## src/design/uri_percent_decode_dot_strip_unit_macros.svh

```systemverilog
// Assertion macros shared by the URI percent-decode unit.
`ifndef URI_PERCENT_DECODE_DOT_STRIP_UNIT_MACROS_SVH
`define URI_PERCENT_DECODE_DOT_STRIP_UNIT_MACROS_SVH

// Same-cycle implication, off during reset
`define UPDDS_ASSERT_NOW(label, ante, cons) \
    label: assert property (@(posedge i_clk) disable iff (!i_rst_n) (ante) |-> (cons)) \
        else $error("updds check failed");

// Next-cycle implication, off during reset
`define UPDDS_ASSERT_NEXT(label, ante, cons) \
    label: assert property (@(posedge i_clk) disable iff (!i_rst_n) (ante) |=> (cons)) \
        else $error("updds check failed");

`endif

```

## src/design/updds_pkg.sv

```systemverilog
// Shared constants, job type and hex helpers for the URI percent-decode unit.
package updds_pkg;

    localparam logic [7:0] ChPercent = 8'h25;
    localparam logic [7:0] ChW       = 8'h57;
    localparam logic [7:0] ChZero    = 8'h30;
    localparam logic [7:0] ChNine    = 8'h39;
    localparam logic [7:0] ChLowA    = 8'h61;
    localparam logic [7:0] ChLowF    = 8'h66;
    localparam logic [7:0] ChCase    = 8'h20;
    localparam logic [7:0] ChDot     = 8'h2E;
    localparam logic [7:0] ChSlash   = 8'h2F;
    localparam logic [7:0] ChBslash  = 8'h5C;

    // Candidate bytes one input byte can produce before filtering
    localparam int JobSlots = 3;

    typedef struct packed {
        logic [1:0]                cnt;
        logic [JobSlots-1:0][7:0]  bytes;
        logic                      last;
    } t_job;

    function automatic logic is_hex(input logic [7:0] c);
        logic [7:0] l;
        l = c | ChCase;
        return ((c >= ChZero) && (c <= ChNine)) || ((l >= ChLowA) && (l <= ChLowF));
    endfunction

    function automatic logic [3:0] hex_val(input logic [7:0] c);
        logic [7:0] t;
        t = (c | ChCase) - ChW;
        if ((c >= ChZero) && (c <= ChNine)) begin
            return c[3:0];
        end
        return t[3:0];
    endfunction

endpackage

```

## src/design/updds_front.sv

```systemverilog
// Front end: escape parsing, turns each request into a job of candidate bytes.
module updds_front (
    input  logic                 i_clk,
    input  logic                 i_rst_n,
    input  logic                 i_wr,
    input  logic [7:0]           i_in_byte,
    input  logic                 i_in_last,
    output updds_pkg::t_job      o_job
);

    localparam logic [1:0] EscIdle  = 2'd0;
    localparam logic [1:0] EscPct   = 2'd1;
    localparam logic [1:0] EscDigit = 2'd2;

    logic [1:0] r_stage, n_stage;
    logic [7:0] r_held, n_held;

    // Decode the escape state and collect candidate bytes
    always_comb begin
        updds_pkg::t_job job;
        logic [1:0]      idx;
        logic            fresh;
        logic            hex;
        job     = '0;
        idx     = 2'd0;
        fresh   = 1'b0;
        hex     = updds_pkg::is_hex(i_in_byte);
        n_stage = EscIdle;
        n_held  = r_held;
        unique case (r_stage)
            EscPct: begin
                if (hex) begin
                    n_held  = i_in_byte;
                    n_stage = EscDigit;
                end else begin
                    job.bytes[idx] = updds_pkg::ChPercent;
                    idx = idx + 2'd1;
                    fresh = 1'b1;
                end
            end
            EscDigit: begin
                if (hex) begin
                    job.bytes[idx] = {updds_pkg::hex_val(r_held),
                                      updds_pkg::hex_val(i_in_byte)};
                    idx = idx + 2'd1;
                end else begin
                    job.bytes[idx] = updds_pkg::ChPercent;
                    idx = idx + 2'd1;
                    job.bytes[idx] = r_held;
                    idx = idx + 2'd1;
                    fresh = 1'b1;
                end
            end
            default: begin
                fresh = 1'b1;
            end
        endcase
        // Handle the current byte afresh
        if (fresh) begin
            if (i_in_byte == updds_pkg::ChPercent) begin
                n_stage = EscPct;
            end else begin
                job.bytes[idx] = i_in_byte;
                idx = idx + 2'd1;
            end
        end
        // Flush a pending escape at the end of the URI
        if (i_in_last) begin
            if (n_stage == EscPct) begin
                job.bytes[idx] = updds_pkg::ChPercent;
                idx = idx + 2'd1;
            end else if (n_stage == EscDigit) begin
                job.bytes[idx] = updds_pkg::ChPercent;
                idx = idx + 2'd1;
                job.bytes[idx] = n_held;
                idx = idx + 2'd1;
            end
            n_stage = EscIdle;
            n_held  = 8'd0;
        end
        job.cnt  = idx;
        job.last = i_in_last;
        o_job    = job;
    end

    // Advance escape state on each accepted request
    always_ff @(posedge i_clk) begin
        if (!i_rst_n) begin
            r_stage <= EscIdle;
            r_held  <= 8'd0;
        end else if (i_wr) begin
            r_stage <= n_stage;
            r_held  <= n_held;
        end
    end

endmodule

```

## src/design/updds_jobq.sv

```systemverilog
// Two-entry job queue between front end and back end.
module updds_jobq (
    input  logic                 i_clk,
    input  logic                 i_rst_n,
    input  logic                 i_wr,
    input  updds_pkg::t_job      i_job,
    output logic                 o_full,
    input  logic                 i_rd,
    output logic                 o_valid,
    output updds_pkg::t_job      o_job
);

    updds_pkg::t_job r_mem [2];
    logic            r_wp;
    logic            r_rp;
    logic [1:0]      r_cnt;

    assign o_full  = (r_cnt == 2'd2);
    assign o_valid = (r_cnt != 2'd0);
    assign o_job   = r_mem[r_rp];

    // Store jobs
    always_ff @(posedge i_clk) begin
        if (i_wr) begin
            r_mem[r_wp] <= i_job;
        end
    end

    // Track pointers and fill level
    always_ff @(posedge i_clk) begin
        if (!i_rst_n) begin
            r_wp  <= 1'b0;
            r_rp  <= 1'b0;
            r_cnt <= 2'd0;
        end else begin
            if (i_wr) begin
                r_wp <= ~r_wp;
            end
            if (i_rd) begin
                r_rp <= ~r_rp;
            end
            r_cnt <= r_cnt + {1'b0, i_wr} - {1'b0, i_rd};
        end
    end

endmodule

```

## src/design/updds_back.sv

```systemverilog
// Back end: separator filter, zero-byte stop, and result drain.
`include "uri_percent_decode_dot_strip_unit_macros.svh"

module updds_back (
    input  logic                 i_clk,
    input  logic                 i_rst_n,
    input  logic                 i_q_valid,
    input  updds_pkg::t_job      i_q_job,
    output logic                 o_q_rd,
    input  logic                 i_pop,
    output logic                 o_empty,
    output logic [7:0]           o_out_byte,
    output logic                 o_byte_valid,
    output logic                 o_out_last
);

    logic                                 r_sep, n_sep;
    logic                                 r_stop, n_stop;
    logic [updds_pkg::JobSlots-1:0][7:0]  r_ent, n_ent;
    logic                                 r_marker, n_marker;
    logic                                 r_last;
    logic [1:0]                           r_dcnt, n_dcnt;
    logic [1:0]                           r_didx;
    logic                                 pop_now;
    logic                                 final_ent;
    logic                                 drain_free;

    assign o_empty    = (r_dcnt == 2'd0);
    assign pop_now    = i_pop && !o_empty;
    assign final_ent  = (r_didx == (r_dcnt - 2'd1));
    assign drain_free = o_empty || (pop_now && final_ent);
    assign o_q_rd     = i_q_valid && drain_free;

    assign o_out_byte   = r_marker ? 8'd0 : r_ent[r_didx];
    assign o_byte_valid = !r_marker;
    assign o_out_last   = r_last && final_ent;

    // Filter the queue head job into a list of results
    always_comb begin
        logic       sep;
        logic       stop;
        logic [1:0] n;
        logic [7:0] d;
        sep   = r_sep;
        stop  = r_stop;
        n     = 2'd0;
        d     = 8'd0;
        n_ent = '0;
        for (int k = 0; k < updds_pkg::JobSlots; k++) begin
            if (k < int'(i_q_job.cnt)) begin
                d = i_q_job.bytes[k];
                if (!stop) begin
                    if (d == 8'd0) begin
                        stop = 1'b1;
                    end else if (sep && ((d == updds_pkg::ChDot) ||
                                         (d == updds_pkg::ChSlash) ||
                                         (d == updds_pkg::ChBslash))) begin
                        sep = sep;
                    end else begin
                        sep = (d == updds_pkg::ChSlash) || (d == updds_pkg::ChBslash);
                        n_ent[n] = d;
                        n = n + 2'd1;
                    end
                end
            end
        end
        n_marker = i_q_job.last && (n == 2'd0);
        n_dcnt   = n_marker ? 2'd1 : n;
        // Reopen the filter for the next URI
        n_sep    = i_q_job.last ? 1'b0 : sep;
        n_stop   = i_q_job.last ? 1'b0 : stop;
    end

    // Hold payload of the drain register
    always_ff @(posedge i_clk) begin
        if (o_q_rd) begin
            r_ent    <= n_ent;
            r_marker <= n_marker;
            r_last   <= i_q_job.last;
        end
    end

    // Advance filter state and drain position; a new job load takes priority
    always_ff @(posedge i_clk) begin
        if (!i_rst_n) begin
            r_sep  <= 1'b0;
            r_stop <= 1'b0;
            r_dcnt <= 2'd0;
            r_didx <= 2'd0;
        end else if (o_q_rd) begin
            r_sep  <= n_sep;
            r_stop <= n_stop;
            r_dcnt <= n_dcnt;
            r_didx <= 2'd0;
        end else if (pop_now) begin
            if (final_ent) begin
                r_dcnt <= 2'd0;
                r_didx <= 2'd0;
            end else begin
                r_didx <= r_didx + 2'd1;
            end
        end
    end

    `UPDDS_ASSERT_NOW(a_idx_in_range, r_dcnt != 2'd0, r_didx < r_dcnt)
    `UPDDS_ASSERT_NOW(a_marker_alone, (r_dcnt != 2'd0) && r_marker, (r_dcnt == 2'd1) && r_last)
    `UPDDS_ASSERT_NEXT(a_pop_advances, pop_now && !final_ent, r_didx == ($past(r_didx) + 2'd1))

endmodule

```

## src/design/uri_percent_decode_dot_strip_unit.sv

```systemverilog
// A request is written into the job queue, then loaded into the drain register, where its first result shows.
// Throughput: one request per cycle while full is low; results drain one per pop, so
//   a request's two or three results (flushed escapes) hold the back end until popped.
// A two-entry job queue decouples the escape parser from the filter and result drain.
// Reset: synchronous, active low; clears escape, filter and queue state, no results.
// The result register itself is the output, emptied by pop.
module uri_percent_decode_dot_strip_unit (
    input  logic        i_clk,
    input  logic        i_rst_n,
    input  logic        push,
    output logic        full,
    input  logic [7:0]  i_in_byte,
    input  logic        i_in_last,
    output logic        empty,
    input  logic        pop,
    output logic [7:0]  o_out_byte,
    output logic        o_byte_valid,
    output logic        o_out_last
);

    logic            wr;
    logic            q_rd;
    logic            q_valid;
    updds_pkg::t_job f_job;
    updds_pkg::t_job q_job;

    assign wr = push && !full;

    updds_front u_front (
        .i_clk     (i_clk),
        .i_rst_n   (i_rst_n),
        .i_wr      (wr),
        .i_in_byte (i_in_byte),
        .i_in_last (i_in_last),
        .o_job     (f_job)
    );

    updds_jobq u_jobq (
        .i_clk   (i_clk),
        .i_rst_n (i_rst_n),
        .i_wr    (wr),
        .i_job   (f_job),
        .o_full  (full),
        .i_rd    (q_rd),
        .o_valid (q_valid),
        .o_job   (q_job)
    );

    updds_back u_back (
        .i_clk        (i_clk),
        .i_rst_n      (i_rst_n),
        .i_q_valid    (q_valid),
        .i_q_job      (q_job),
        .o_q_rd       (q_rd),
        .i_pop        (pop),
        .o_empty      (empty),
        .o_out_byte   (o_out_byte),
        .o_byte_valid (o_byte_valid),
        .o_out_last   (o_out_last)
    );

endmodule
```

## config.mk

```make
export PLATFORM = sky130hd
export DESIGN_NAME = uri_percent_decode_dot_strip_unit
export DESIGN_NICKNAME = d
export VERILOG_FILES = /design/src/design/updds_pkg.sv /design/src/design/updds_front.sv /design/src/design/updds_jobq.sv /design/src/design/updds_back.sv /design/src/design/uri_percent_decode_dot_strip_unit.sv
export VERILOG_INCLUDE_DIRS = /design/src /design/src/design
export SDC_FILE = /design/constraint.sdc
export NUM_CORES = 1
export LEC_CHECK = 0
export BUFFER_PORTS_ARGS = -buffer_cell sky130_fd_sc_hd__buf_2
export CAP_MARGIN = 20
export CORE_ASPECT_RATIO = 0.8
export CORE_MARGIN = 4
export CORE_UTILIZATION = 45
export CTS_CLUSTER_SIZE = 12
export DETAILED_ROUTE_END_ITERATION = 7
export SYNTH_ARGS = -nofsm -noshare
export SYNTH_HDL_FRONTEND = slang
export SYNTH_HIERARCHICAL = 1
export SYNTH_SLANG_ARGS = --single-unit
```

## constraint.sdc

```tcl
create_clock -name i_clk -period 11.8 [get_ports i_clk]
set_clock_uncertainty 0.2 [all_clocks]
set_input_delay 1.18 -clock i_clk [delete_from_list [all_inputs] [get_ports i_clk]]
set_output_delay 1.18 -clock i_clk [all_outputs]
set_load 0.05 [all_outputs]
```

==> results.ini <==
[cts]
worstSkewPairLatency_ns=0.35
cts_buffer_depth=2
clock-sinks=101
cts_resized=0
htree_levels=3
clk_pin_slew_ns=0.07
cts_buffers=9
cts_setup_buffers=0
tritoncts=built
clockRootBuffer=clkbuf_16
hold_buffers=0

[grt]
antenna_found_initial=0
overflow=0
grt_pass1_vias=4420
grt_max_degree=29
grt_pass1_wl_mm=24.0
grt_util_all_layers_pct=19.3

[synthesis]
avgSynthCellArea_um2=10.9
yosysSeqAreaShare_pct=45.5
ys_warn_count=6
netlist_area_um2=6200
yosysTopAreaCell=edfxtp_1
synth.area.top_cells=edfxtp_1 (39%), dfxtp_1 (6.8%), ha_1 (5.2%)
yosysMostFrequentCell=edfxtp_1
synthArstFlopShare_pct=0
syn_inst=571
synth_cell_types=90
yosys-top-cells-count=edfxtp_1 (80), nand2_1 (56), nor2_1 (41)
netlist.area_leader.share_pct=38.7
ys_seq_elements=101
syn_nets=610
synth-edff-count=80
ys.flop_type=edfxtp_1

[setup_path]
crit_chain=buf_2, inv_1, ha_1, or3b_1, o2111a_1, nor2_2, nand2_1, and2_1, ha_1, a22oi_1, ha_1, o21a_1, o21a_1, o21ai_2, o21ai_1, o22ai_1
slowest_stage=or3b_1
setup.worst_path.start_class=primary input
worstPathRequired_ns=11.65
cpMostUsedCell=ha_1
crit_type=primary input to register
cp-end-kind=register
crit_fanout=10
crit_arrival_ns=4.89
cpPeakStageDelay_ns=0.40

[power_and_ir_drop]
finalPower_w=0.00133
pwr-share-clk_pct=22.7
internal-power_w=0.000841
powerDensity_nw_per_um2=198
p_seq_share_pct=38.5
p_sw_share_pct=36.9
pwr-share-comb_pct=38.7
leakage_nw=2.48
ir_worst_vdd_v=0.000143
p_sw_w=0.000491

[detailed_routing]
vias=4522
drc_errors=0
wl_per_cell_um=19.2
first_pass_iters=6
initialDrtViolationCount=370
via_per_inst=5.86
ant_nets=0
wl_mm=14.8

[flow_run]
drv_cap=0

[floorplan]
rows=38
die_w_um=139
fp.dieH_um=113
coreArea_um2=13600
start_util_pct=45.8
die_area_um2=15700
pin_count=25

[place]
dp.cells=755
hpwl_mm=11.0
place_congestion=0.888
placement.io_buffers=24

[outcome]
status=finished, final reports clean

[sta]
maxSlewViolCount=0
setup_violations=0
relSlewSlack_pct=31.1
finalHoldViolCount=0
fin_crit_ns=5.04
fmax_mhz=199
worstMarginPinSlew_ns=1.03
setup_tns_ns=0
finalCritPeriodShare_pct=42.7
rsz0062_at_grt=no
hold_ws_ns=0.308

[layout]
nets=626
final_cells=772
drive_above_1_share_pct=17.1
syn2layout_area_growth_pct=8.68
diodes=0

[min_path]
hold_class=register to register

## critical path: cells and delay by family
family,cells,cell delay [ns]
buffers and inverters,2,0.35
AOI/OAI and AO/OA,7,1.39
adders and majority gates,3,0.90
and+or+nand+nor,4,1.06
## power groups by stage
stage               registers, W  clock network, W  logic [W]
finish                  0.000514          0.000303   0.000516
global route            0.000523          0.000328   0.000564
CTS                     0.000516          0.000312   0.000504
detailed placement      0.000524                 0   0.000502
global placement        0.000522                 0   0.000498
floorplan               0.000511                 0   0.000410
## layout by cell type (no fill, tap or decap), drive strengths merged, types with 15 or more instances in the layout
cell type | Yosys | final
a21oi | 30 | 30
a22oi | 16 | 16
and2 | 16 | 16
and3 | 15 | 15
buf | 12 | 30
dfxtp | 21 | 21
edfxtp | 80 | 80
ha | 26 | 26
inv | 26 | 29
mux2 | 30 | 30
nand2 | 56 | 56
nor2 | 42 | 42
o21a | 15 | 15
o21ai | 18 | 18
## state kept, by name (all words and copies together), names as in the netlist, named ones only
signal / cells
u_back/r_ent: 24
u_back/r_didx: 2
u_jobq/r_wp: 1
u_back/r_stop: 1
u_back/r_sep: 1
u_jobq/r_cnt: 2
u_back/r_marker: 1
u_front/r_stage: 2
u_front/r_held: 8
u_jobq/r_rp: 1
u_back/r_last: 1
u_jobq/r_mem: 54
u_back/r_dcnt: 2
## per-layer routing
metal | share of wire (%) | GRT usage [%] | vias up
met3 | 4.5 | 4.31 | 15
met1 | 48 | 26.9 | 2195
met4 | 1.1 | 4.04 | 0
met5 | 0 | 0 | -
met2 | 46 | 31.4 | 122
li1 | - | - | 2190
## kinds of logic (layout without fill, tap and decap cells)
family	after synthesis	in the layout	synth area share, %
multiplexers	39	39	8.11
flip-flops	101	101	45.5
buffers and inverters	51	72	4.50
AND/OR/NAND/NOR	191	191	16.7
AO/OA/AOI/OAI	154	154	18.4
adder cells (fa/ha/maj)	26	26	5.25
XOR/XNOR	9	9	1.49
## layout make-up
type | instances | area, um^2
Clock buffer | 9 | 225
Clock inverter | 7 | 81.3
Fill cell | 1257 | 6810
Inverter | 26 | 97.6
Multi-Input combinational cell | 419 | 3100
Sequential cell | 101 | 2820
Tap cell | 180 | 225
Timing Repair Buffer | 30 | 185
## worst paths after layout
check	start	to	slack, ns	cells past startpoint
worst min register to register	u_front/r_held[7]$_SDFFE_PN0P_	u_front/r_held[7]$_SDFFE_PN0P_	0.31	2
worst max-delay path	i_in_byte[0]	u_jobq/r_mem[0][15]$_DFFE_PP_	6.76	16
worst max register to register	register	u_back/r_ent[9]$_DFFE_PP_	6.78	15
worst min-delay path	u_front/r_held[7]$_SDFFE_PN0P_	u_front/r_held[7]$_SDFFE_PN0P_	0.31	2
## through the flow
| stage | worst slack, ns | instance area, um^2 | util (%) |
|---|---|---|---|
| 2_1_floorplan | 7.05 | 6200 | - |
| 3_3_place_gp | 6.58 | 6400 | 47.3 |
| 3_5_place_dp | 6.48 | 6400 | 47.3 |
| 4_1_cts | 6.82 | 6710 | 49.5 |
| 5_1_grt | 6.46 | 6740 | 49.7 |
| 6_report | 6.76 | 6740 | 49.7 |
No activity file was read; power rests on OpenSTA's default activity.
